--- src/sv/fcem_pkg.sv ---
`default_nettype none

package fcem_pkg;

   localparam int RUN_LIMIT   = 4;
   localparam int RUN_MAX_LEN = 65535;

   localparam logic [15:0] RUN_CAP = (RUN_MAX_LEN < 4) ? 16'd4 : 16'(RUN_MAX_LEN);
   localparam int RUN_CNT_W = (RUN_LIMIT > 1) ? $clog2(RUN_LIMIT) : 1;

   localparam int SEC_W      = 24;
   localparam int SPC_MAX    = 4;
   localparam int FIFO_DEPTH = 4;
   localparam int FIFO_PTR_W = $clog2(FIFO_DEPTH);
   localparam int FIFO_CNT_W = $clog2(FIFO_DEPTH + 1);
   localparam int CSR_IDX_W  = 2;

   typedef enum logic [CSR_IDX_W-1:0] {
      CSR_SECTORS_PER_CLUSTER = 2'd0,
      CSR_DATA_BASE           = 2'd1,
      CSR_FAT_BASE            = 2'd2,
      CSR_CLUSTER_LIMIT       = 2'd3
   } csr_index_type;

   typedef enum logic {
      KIND_FETCH = 1'b0,
      KIND_RUN   = 1'b1
   } kind_type;

   typedef struct packed {
      logic        is_start;
      logic [15:0] cluster_value;
   } req_type;

   typedef struct packed {
      logic        kind;
      logic [16:0] fat_sector;
      logic [8:0]  entry_byte_offset;
      logic [23:0] run_base;
      logic [15:0] run_size;
      logic [1:0]  run_number;
      logic        chain_end;
      logic [2:0]  check_flags;
      logic        too_many_runs;
   } rsp_type;

   typedef struct packed {
      logic [2:0]  sectors_per_cluster;
      logic [15:0] data_base;
      logic [15:0] fat_base;
      logic [15:0] cluster_limit;
   } cfg_type;

   typedef struct packed {
      logic [SEC_W-1:0]     run_start;
      logic [15:0]          run_length;
      logic [SEC_W-1:0]     expected_sector;
      logic [RUN_CNT_W-1:0] run_count;
      logic                 chain_active;
      logic                 overflow_seen;
   } state_type;

   typedef struct packed {
      rsp_type    rsp0;
      rsp_type    rsp1;
      logic [1:0] count;
   } step_out_type;

endpackage

`default_nettype wire

--- src/sv/fcem_step.sv ---
`default_nettype none

module fcem_step (
   input  var fcem_pkg::cfg_type      cfg,
   input  var fcem_pkg::state_type    state_cur,
   input  var fcem_pkg::req_type      req,
   output fcem_pkg::state_type        state_next,
   output fcem_pkg::step_out_type     results
);

   function automatic fcem_pkg::rsp_type make_run(
      input logic [fcem_pkg::SEC_W-1:0]     base,
      input logic [15:0]                    size,
      input logic [fcem_pkg::RUN_CNT_W-1:0] num,
      input logic                           last,
      input logic                           ovf
   );
      fcem_pkg::rsp_type r;
      r                   = '0;
      r.kind              = fcem_pkg::KIND_RUN;
      r.run_base          = base;
      r.run_size          = size;
      r.run_number        = 2'(num);
      r.chain_end         = last;
      r.check_flags       = {size[0], base[0], (base < 24'd4)};
      r.too_many_runs     = ovf;
      return r;
   endfunction

   logic [15:0]                    cl;
   logic [fcem_pkg::SEC_W-1:0]     cl_off;
   logic [fcem_pkg::SEC_W-1:0]     first_sec;
   logic [2:0]                     nsec;
   logic                           is_end;
   logic [fcem_pkg::SEC_W-1:0]     sec;
   logic [fcem_pkg::SEC_W-1:0]     rstart;
   logic [15:0]                    len;
   logic [fcem_pkg::SEC_W-1:0]     exp_sec;
   logic [fcem_pkg::RUN_CNT_W-1:0] cnt;
   logic                           ovf;
   logic                           closed;
   fcem_pkg::rsp_type              close_rsp;
   fcem_pkg::rsp_type              fetch_rsp;

   assign cl     = req.cluster_value;
   assign cl_off = {8'd0, cl} - 24'd2;
   assign is_end = (cl < 16'd2) || (cl >= cfg.cluster_limit);

   always_comb begin
      unique case (cfg.sectors_per_cluster)
         3'd2: begin
            nsec      = 3'd2;
            first_sec = {cl_off[fcem_pkg::SEC_W-2:0], 1'b0} + {8'd0, cfg.data_base};
         end
         3'd4: begin
            nsec      = 3'd4;
            first_sec = {cl_off[fcem_pkg::SEC_W-3:0], 2'b00} + {8'd0, cfg.data_base};
         end
         default: begin
            nsec      = 3'd1;
            first_sec = cl_off + {8'd0, cfg.data_base};
         end
      endcase
   end

   always_comb begin
      rstart    = state_cur.run_start;
      len       = state_cur.run_length;
      exp_sec   = state_cur.expected_sector;
      cnt       = state_cur.run_count;
      ovf       = state_cur.overflow_seen;
      closed    = 1'b0;
      close_rsp = '0;
      sec       = '0;
      if (req.is_start) begin
         rstart  = '0;
         len     = '0;
         exp_sec = '0;
         cnt     = '0;
      end
      for (int s = 0; s < fcem_pkg::SPC_MAX; s++) begin
         if (s < int'(nsec)) begin
            sec = first_sec + fcem_pkg::SEC_W'(s);
            if (len == 16'd0) begin
               rstart = sec;
               len    = 16'd1;
            end else if (len < fcem_pkg::RUN_CAP && sec == exp_sec) begin
               len = len + 16'd1;
            end else begin
               if (int'(cnt) + 1 >= fcem_pkg::RUN_LIMIT) begin
                  ovf = 1'b1;
               end
               closed    = 1'b1;
               close_rsp = make_run(rstart, len, cnt, 1'b0, ovf);
               if (int'(cnt) + 1 < fcem_pkg::RUN_LIMIT) begin
                  cnt = cnt + fcem_pkg::RUN_CNT_W'(1);
               end
               rstart = sec;
               len    = 16'd1;
            end
            exp_sec = sec + 24'd1;
         end
      end
   end

   always_comb begin
      fetch_rsp                   = '0;
      fetch_rsp.kind              = fcem_pkg::KIND_FETCH;
      fetch_rsp.fat_sector        = {1'b0, cfg.fat_base} + {9'd0, cl[15:8]};
      fetch_rsp.entry_byte_offset = {cl[7:0], 1'b0};
      fetch_rsp.too_many_runs     = ovf;
   end

   always_comb begin
      state_next = state_cur;
      results    = '0;
      if (req.is_start || (state_cur.chain_active && !is_end)) begin
         state_next.run_start       = rstart;
         state_next.run_length      = len;
         state_next.expected_sector = exp_sec;
         state_next.run_count       = cnt;
         state_next.overflow_seen   = ovf;
         state_next.chain_active    = 1'b1;
         if (closed) begin
            results.rsp0  = close_rsp;
            results.rsp1  = fetch_rsp;
            results.count = 2'd2;
         end else begin
            results.rsp0  = fetch_rsp;
            results.count = 2'd1;
         end
      end else if (state_cur.chain_active) begin
         results.rsp0  = make_run(state_cur.run_start, state_cur.run_length,
                                  state_cur.run_count, 1'b1, state_cur.overflow_seen);
         results.count = 2'd1;
         state_next.chain_active = 1'b0;
         state_next.run_length   = '0;
      end
   end

endmodule

`default_nettype wire

--- src/sv/fat_chain_extent_mapper.sv ---
`default_nettype none

// An accepted req beat is registered in s1, then its results go to the queue.
// Throughput: one req beat per cycle while the result queue has room and each
//   item gives at most one result; items that close a run give two rsp beats,
//   so for those the single rsp port limits the rate.
// A 4-entry result queue decouples the two channels.
// Reset (synchronous, active high): chain idle, run state cleared, queue empty,
//   registers at sectors_per_cluster 1, data_base 0, fat_base 0, cluster_limit 2.
module fat_chain_extent_mapper (
   input  var logic                         clock,
   input  var logic                         reset,
   input  var logic                         req_valid,
   output logic                             req_stall,
   input  var fcem_pkg::req_type            req_data,
   output logic                             rsp_valid,
   input  var logic                         rsp_stall,
   output fcem_pkg::rsp_type                rsp_data,
   input  var logic                         csr_valid,
   output logic                             csr_ready,
   input  var logic [fcem_pkg::CSR_IDX_W-1:0] csr_index,
   input  var logic [15:0]                  csr_data
);

   fcem_pkg::cfg_type      cfg_ff, cfg_in;
   fcem_pkg::state_type    state_ff, state_in;
   fcem_pkg::step_out_type step_res;
   fcem_pkg::req_type      s1_req_ff, s1_req_in;
   logic                   s1_valid_ff, s1_valid_in;

   fcem_pkg::rsp_type                mem_ff [fcem_pkg::FIFO_DEPTH];
   logic [fcem_pkg::FIFO_PTR_W-1:0]  wr_ptr_ff, wr_ptr_in;
   logic [fcem_pkg::FIFO_PTR_W-1:0]  rd_ptr_ff, rd_ptr_in;
   logic [fcem_pkg::FIFO_CNT_W-1:0]  count_ff, count_in;

   logic       room;
   logic       s1_adv;
   logic       req_acc;
   logic       pop;
   logic [1:0] push_n;

   assign csr_ready = 1'b1;

   always_comb begin
      cfg_in = cfg_ff;
      if (csr_valid && csr_ready) begin
         unique case (fcem_pkg::csr_index_type'(csr_index))
            fcem_pkg::CSR_SECTORS_PER_CLUSTER: cfg_in.sectors_per_cluster = csr_data[2:0];
            fcem_pkg::CSR_DATA_BASE:           cfg_in.data_base           = csr_data;
            fcem_pkg::CSR_FAT_BASE:            cfg_in.fat_base            = csr_data;
            fcem_pkg::CSR_CLUSTER_LIMIT:       cfg_in.cluster_limit       = csr_data;
            default:                           cfg_in                     = cfg_ff;
         endcase
      end
   end

   fcem_step u_step (
      .cfg        (cfg_ff),
      .state_cur  (state_ff),
      .req        (s1_req_ff),
      .state_next (state_in),
      .results    (step_res)
   );

   assign room      = count_ff <= fcem_pkg::FIFO_CNT_W'(fcem_pkg::FIFO_DEPTH - 2);
   assign s1_adv    = s1_valid_ff && room;
   assign req_stall = s1_valid_ff && !room;
   assign req_acc   = req_valid && !req_stall;
   assign push_n    = s1_adv ? step_res.count : 2'd0;
   assign rsp_valid = count_ff != '0;
   assign rsp_data  = mem_ff[rd_ptr_ff];
   assign pop       = rsp_valid && !rsp_stall;

   always_comb begin
      s1_req_in   = s1_req_ff;
      s1_valid_in = s1_valid_ff;
      if (req_acc) begin
         s1_req_in   = req_data;
         s1_valid_in = 1'b1;
      end else if (s1_adv) begin
         s1_valid_in = 1'b0;
      end
   end

   assign wr_ptr_in = wr_ptr_ff + fcem_pkg::FIFO_PTR_W'(push_n);
   assign rd_ptr_in = rd_ptr_ff + fcem_pkg::FIFO_PTR_W'(pop);
   assign count_in  = count_ff + fcem_pkg::FIFO_CNT_W'(push_n) - fcem_pkg::FIFO_CNT_W'(pop);

   always_ff @(posedge clock) begin
      if (push_n != 2'd0) begin
         mem_ff[wr_ptr_ff] <= step_res.rsp0;
      end
      if (push_n == 2'd2) begin
         mem_ff[wr_ptr_ff + fcem_pkg::FIFO_PTR_W'(1)] <= step_res.rsp1;
      end
      s1_req_ff <= s1_req_in;
   end

   always_ff @(posedge clock) begin
      if (reset) begin
         cfg_ff.sectors_per_cluster <= 3'd1;
         cfg_ff.data_base           <= 16'd0;
         cfg_ff.fat_base            <= 16'd0;
         cfg_ff.cluster_limit       <= 16'd2;
         state_ff                   <= '0;
         s1_valid_ff                <= 1'b0;
         wr_ptr_ff                  <= '0;
         rd_ptr_ff                  <= '0;
         count_ff                   <= '0;
      end else begin
         cfg_ff      <= cfg_in;
         s1_valid_ff <= s1_valid_in;
         wr_ptr_ff   <= wr_ptr_in;
         rd_ptr_ff   <= rd_ptr_in;
         count_ff    <= count_in;
         if (s1_adv) begin
            state_ff <= state_in;
         end
      end
   end

`ifndef SYNTHESIS
   a_count_bound: assert property (@(posedge clock) disable iff (reset)
      count_ff <= fcem_pkg::FIFO_CNT_W'(fcem_pkg::FIFO_DEPTH))
      else $error("result queue over capacity");

   a_double_push: assert property (@(posedge clock) disable iff (reset)
      (push_n == 2'd2 && !pop) |=> count_ff == $past(count_ff) + fcem_pkg::FIFO_CNT_W'(2))
      else $error("two-result push miscounted");

   a_ovf_sticky: assert property (@(posedge clock) disable iff (reset)
      state_ff.overflow_seen |=> state_ff.overflow_seen)
      else $error("overflow flag cleared");

   a_active_run: assert property (@(posedge clock) disable iff (reset)
      state_ff.chain_active |-> state_ff.run_length != 16'd0)
      else $error("active chain without open run");
`endif

endmodule

`default_nettype wire

--- config.mk ---
export PLATFORM = sky130hd
export DESIGN_NAME = fat_chain_extent_mapper
export DESIGN_NICKNAME = d
export VERILOG_FILES = /design/src/sv/fcem_pkg.sv /design/src/sv/fcem_step.sv /design/src/sv/fat_chain_extent_mapper.sv
export SDC_FILE = /design/constraint.sdc
export NUM_CORES = 1
export LEC_CHECK = 0
export ABC_CLOCK_PERIOD_IN_PS = 34900
export BUFFER_PORTS_ARGS = -buffer_cell sky130_fd_sc_hd__buf_2
export CAP_MARGIN = 10
export CORE_UTILIZATION = 40
export DETAILED_ROUTE_END_ITERATION = 16
export PLACE_DENSITY = 0.54
export SYNTH_ARGS = -nofsm -noshare
export SYNTH_HDL_FRONTEND = slang
export SYNTH_HIERARCHICAL = 1
export SYNTH_SLANG_ARGS = --single-unit
--- constraint.sdc ---
create_clock -name clock -period 34.9 [get_ports clock]
set_input_delay 6.98 -clock clock [delete_from_list [all_inputs] [get_ports clock]]
set_output_delay 6.98 -clock clock [all_outputs]
set_load 0.05 [all_outputs]
Word level (Yosys, flattened, before mapping)
Memories as Yosys holds them, arrays and structs flattened. A register that Yosys moved wholly into a read port is not among the register bits.
Cells that the tools add are included.
Widths: inputs -> output; s select.
{ "word_totals": {"ram_bits": 296, "input_bits": 40, "regBits": 144, "wordCells": 224, "mem_count": 1, "output_inout_bits": 77} }
{ "classes": {"n_mux": 115, "reduce_logical": 30, "order_cmp": 24, "addsub": 28, "n_eq_ne": 10} }
{ "memory_table": {"columns": ["memory", "depth", "word_bits", "rd", "rd_clocked_by_memory_dff", "wr", "line", "source"], "rows": [
  ["mem_ff", 4, 74, 1, 1, 2, "fat_chain_extent_mapper.sv:31", "fcem_pkg::rsp_type mem_ff [fcem_pkg::FIFO_DEPTH];"]
]} }
{ "ops": {"columns": ["operator", "n"], "rows": [
  ["$mux 74", 15],
  ["$mux 24", 18],
  ["$mux 16", 15],
  ["$mux 73", 2],
  ["$ge 32x4->1 const B", 4],
  ["$lt 32x4->1 const B", 4],
  ["$lt 24x3->1 const B", 5],
  ["$add 24x1->24 const B", 4],
  ["$eq 24x24->1", 4],
  ["$add 24x16->24", 3],
  ["$add 16x1->16 const B", 4],
  ["$logic_not 16->1", 4],
  ["$lt 16x16->1 const B", 4],
  ["$add 24x2->24 const B", 2],
  ["$pmux 24 s2", 1],
  ["$mux 1", 42],
  ["$mux 2", 21],
  ["$add 16x8->17", 1],
  ["$sub 16x2->17 const B", 1],
  ["$ge 16x16->1", 1],
  ["$lt 16x2->1 const B", 1],
  ["$add 2x1->3 const B", 4],
  ["$reduce_and 2->1", 6],
  ["$add 2x1->2 const B", 5],
  ["18 further kinds", 36]
]} }

Logic depth before layout (Yosys ltp)
{ "logic_depth": {"word_depth": 29, "depth_mapped": 63, "depth_no_buf": 53} }

Modules after synthesis
Netlist, hierarchy kept.
{ "by_module_without_submodules": {"columns": ["module", "n_inst", "area_each_um2", "cells_each"], "rows": [
  ["fat_chain_extent_mapper", 1, 19545.0, 1330],
  ["fcem_step", 1, 14523.9, 2349]
]} }

Worst setup path after synthesis
No wires, ideal clock.
{ "synth_path": {"path_type": "flip-flop to flip-flop", "from": "register s1_req_ff[1] (netlist name)", "to": "memory mem_ff[0][0] (netlist name), enable pin", "slack_ns": 18.289, "setup_time_ns": 0.597, "t_arrival_ns": 16.014, "path_buffers": 8, "stages_incl_launch_ff": 51, "cell_sequence": "edfxtp_1 -> inv_1 -> ha_1 -> or4b_2 -> or3_1 -> nor2_1 -> xor2_1 -> ha_1 -> clkbuf_1 -> nand2_1 -> a211oi_1 -> a2111oi_0 -> xor2_1 -> o211ai_1 -> mux2i_1 -> or4_4 -> buf_6 -> nor3b_2 -> (+15 left out) -> a31oi_1 -> nand2_1 -> nor2_1 -> a21oi_1 -> ha_1 -> inv_1 -> a211oi_1 -> nor3b_1 -> a31o_2 -> and3_4 -> buf_6 -> or3_1 -> buf_6 -> buf_8 -> nand2_1 -> and3b_1 -> nor2_1 -> nor3_1"} }
{ "synth_rtl": {"columns": ["element", "line", "source"], "rows": [
  ["from (decl)", "fat_chain_extent_mapper.sv:28", "fcem_pkg::req_type s1_req_ff, s1_req_in;"],
  ["from (signal assigned)", "fat_chain_extent_mapper.sv:96", "s1_req_ff <= s1_req_in;"],
  ["to (decl)", "fat_chain_extent_mapper.sv:31", null]
]} }

==> impl_metrics.json <==
{
  "cts_tree": "yes",
  "whs_path_depth": 2,
  "hold_path_end": "cfg_ff[3]",
  "tns_ns": 0,
  "path_clk_slew_ns": 0.06,
  "drt_iter0_drc": 3026,
  "dieHeight_um": 294,
  "route.detailed.drc": 0,
  "endpoint_kind": "flop",
  "powerDensity_mw_per_mm2": 45.6,
  "fillCellCount": 8224,
  "rsz0062_at_grt": "no",
  "startpoint_type": "flop",
  "syn_inst": 3679,
  "area_growth_pct": 9.07,
  "track_usage": 0.271,
  "wire_per_inst_um": 24.6,
  "fp.dieW_um": 294,
  "netlist_top_cells_area": "edfxtp_1, dfxtp_1, mux2_2, mux4_2, nand2_1",
  "synth_cell_types": 109,
  "numPortBuffers": 115,
  "maxSlewHeadroom": 0.129,
  "hp-start": "cfg_ff[3]",
  "p_comb_frac": 0.311,
  "finalWirelength_um": 119000,
  "dr.pass1.iters": 6,
  "finalNetCount": 3811,
  "p_seq_frac": 0.363,
  "hold_violations": 0,
  "drv_cap": 0,
  "timing.fmax_mhz": 59.7,
  "finalSetupViolCount": 0,
  "synth_ff_type": "edfxtp_1",
  "reg2reg_from": "s1_req_ff[1]",
  "dp_hpwl_um": 84500,
  "clock_latency_ns": 0.62,
  "drive_gt1_frac": 0.166,
  "reg2regPathDepth": 47,
  "grt_pass1_wl_um": 180000,
  "ant_nets": 0,
  "startpoint": "s1_req_ff[1]",
  "cts.repair.resized": 0,
  "cts_sinks": 440,
  "yosysWarnings": 6,
  "cts_setup_buffers": 0,
  "p_leak_nw": 13.1,
  "cts_hold_buf": 0,
  "grt_start_max_net_pins": 84,
  "switchingPower_w": 0.000623,
  "drv_slew": 0,
  "grt_pass1_vias": 27700,
  "hold_path.class": "reg2reg",
  "max_slew.worst_pin.slew_ns": 1.30,
  "globalRouteOverflowTotal": 0,
  "period_share": 0.480,
  "fin_crit_ns": 16.76,
  "pwr-share-clk": 0.326,
  "cts_max_level": 2,
  "slowest_delay_ns": 0.85,
  "core-area_mm2": 0.0840,
  "initial_core_util": 0.406,
  "outcome": "finished clean",
  "placed_cell_area_mm2": 0.0354,
  "p_sw_frac": 0.368,
  "place_congestion": 0.996,
  "num_vias": 29600,
  "reg2reg_to": "mem_ff[2][60]",
  "post-synth-top-area-fraction": 0.276,
  "arrival_ns": 16.99,
  "clockRootBuffer": "clkbuf_16",
  "r2r_slack_ns": 18.14,
  "syn_avg_cell_area_um2": 9.26,
  "netlist_area_mm2": 0.0341,
  "peakVddDrop_mv": 0.0320,
  "yosysSeqAreaShare": 0.351,
  "cp_slowest_cell": "nor3_2",
  "path_class": "reg2reg",
  "pin_count": 117,
  "routed_via_density": 6.11,
  "synth_seq_cells": 440,
  "synthArstFlopShare": 0,
  "clk_path_buf_depth": 3,
  "finClkSkew_ns": 0.0314,
  "synth_edf_count": 313,
  "p_int_w": 0.00107,
  "numCtsBuffers": 51,
  "antenna_found_initial": 1,
  "synth_top_area_cell": "edfxtp_1",
  "design_area_mm2": 0.0372,
  "critPathRequiredTime_ns": 35.14,
  "cp_max_fo": 45,
  "die_area_mm2": 0.0863,
  "rows": 106
}
-- cells by family after synthesis --
kind of cell	share of synthesized area
AND/OR/NAND/NOR	0.184
adder cells (fa/ha/maj)	0.0375
AO/OA/AOI/OAI	0.161
multiplexers	0.164
flip-flops	0.351
other	0.000220
buffers and inverters	0.0534
XOR/XNOR	0.0496
-- layer usage --
metal / GRT usage / part of all wire / up-vias
met3: 0.0491 / 0.080 / 212
met2: 0.419 / 0.44 / 1215
met5: 0 / 0 / -
li1: - / - / 13700
met1: 0.381 / 0.45 / 14500
met4: 0.0879 / 0.033 / 0
-- power by group through the flow --
stage	clock network (W)	registers, W	logic (W)
after floorplan	0	0.000604	0.000406
after global placement	0	0.000627	0.000524
after detailed placement	0	0.000627	0.000524
after CTS	0.000566	0.000616	0.000526
after global routing	0.000586	0.000619	0.000561
final	0.000553	0.000615	0.000527
-- stage by stage --
stage          utilization  setup slack [ns]  hold slack (ns)  total power [W]  instances
2_1_floorplan            -             18.29            0.436          0.00101       3727
4_1_cts              0.442             18.51            0.455          0.00171       4848
6_report             0.443             18.14            0.455          0.00169       4850
3_3_place_gp         0.422             19.01            0.444          0.00115       4752
3_5_place_dp         0.422             18.58            0.447          0.00115       4752
5_1_grt              0.443             17.20            0.473          0.00177       4849
-- worst max path at each step --
stage          cells after the start       endpoint  slack, ns
2_1_floorplan                     50   mem_ff[0][0]      18.29
3_3_place_gp                      47  mem_ff[2][59]      19.01
3_5_place_dp                      47  mem_ff[2][62]      18.58
4_1_cts                           47  mem_ff[2][60]      18.51
5_1_grt                           47  mem_ff[2][60]      17.20
6_report                          47  mem_ff[2][60]      18.14
-- synth_stat cells, types with 43 or more instances --
cell type,instances
mux2_1,121
nor2_1,266
xor2_1,64
inv_1,87
nor3_1,91
nand4_1,43
clkbuf_1,159
nand3_1,181
nand2_1,368
mux4_2,74
mux2_2,192
dfxtp_1,127
o21ai_0,231
ha_1,94
a21oi_1,273
xnor2_1,129
buf_4,70
edfxtp_1,313
-- flip-flops by register name, summed over array words and instances (netlist names) --
name / flops
s1_valid_ff: 1
wr_ptr_ff: 2
rd_ptr_ff: 2
s1_req_ff: 17
state_ff: 68
cfg_ff: 51
count_ff: 3
mem_ff: 296
-- cell type report --
| type | instances | area, um^2 | area share |
|---|---|---|---|
| Antenna cell | 1 | 2.50 | 0.0000673 |
| Clock buffer | 75 | 1510 | 0.0406 |
| Clock inverter | 21 | 239 | 0.00643 |
| Inverter | 92 | 345 | 0.00929 |
| Multi-Input combinational cell | 2905 | 20600 | 0.555 |
| Sequential cell | 440 | 12000 | 0.322 |
| Tap cell | 1134 | 1420 | 0.0382 |
| Timing Repair Buffer | 182 | 1080 | 0.0291 |
-- critical path, delay by kind of cell (launching register included) --
family,cells,cell delay [ns]
compound gates,15,4.40
xor+xnor,2,1.28
fa+ha+maj,4,1.12
buf+inv,5,1.76
flops,1,0.54
simple gates,21,7.16
-- cell usage in the layout, fill, tap and decap left out, drive strengths merged, types with 50 or more instances in the layout --
| master | synthesis | routed |
|---|---|---|
| nand2 | 368 | 368 |
| edfxtp | 313 | 313 |
| mux2 | 313 | 313 |
| nor2 | 275 | 275 |
| a21oi | 274 | 274 |
| o21ai | 239 | 239 |
| nand3 | 181 | 181 |
| buf | 130 | 181 |
| xnor2 | 129 | 129 |
| dfxtp | 127 | 127 |
| ha | 94 | 94 |
| nor3 | 94 | 94 |
| inv | 89 | 90 |
| clkbuf | 160 | 76 |
| mux4 | 74 | 74 |
| xor2 | 64 | 64 |
| conb | 2 | 50 |
Power figures use the tool's default switching activity.
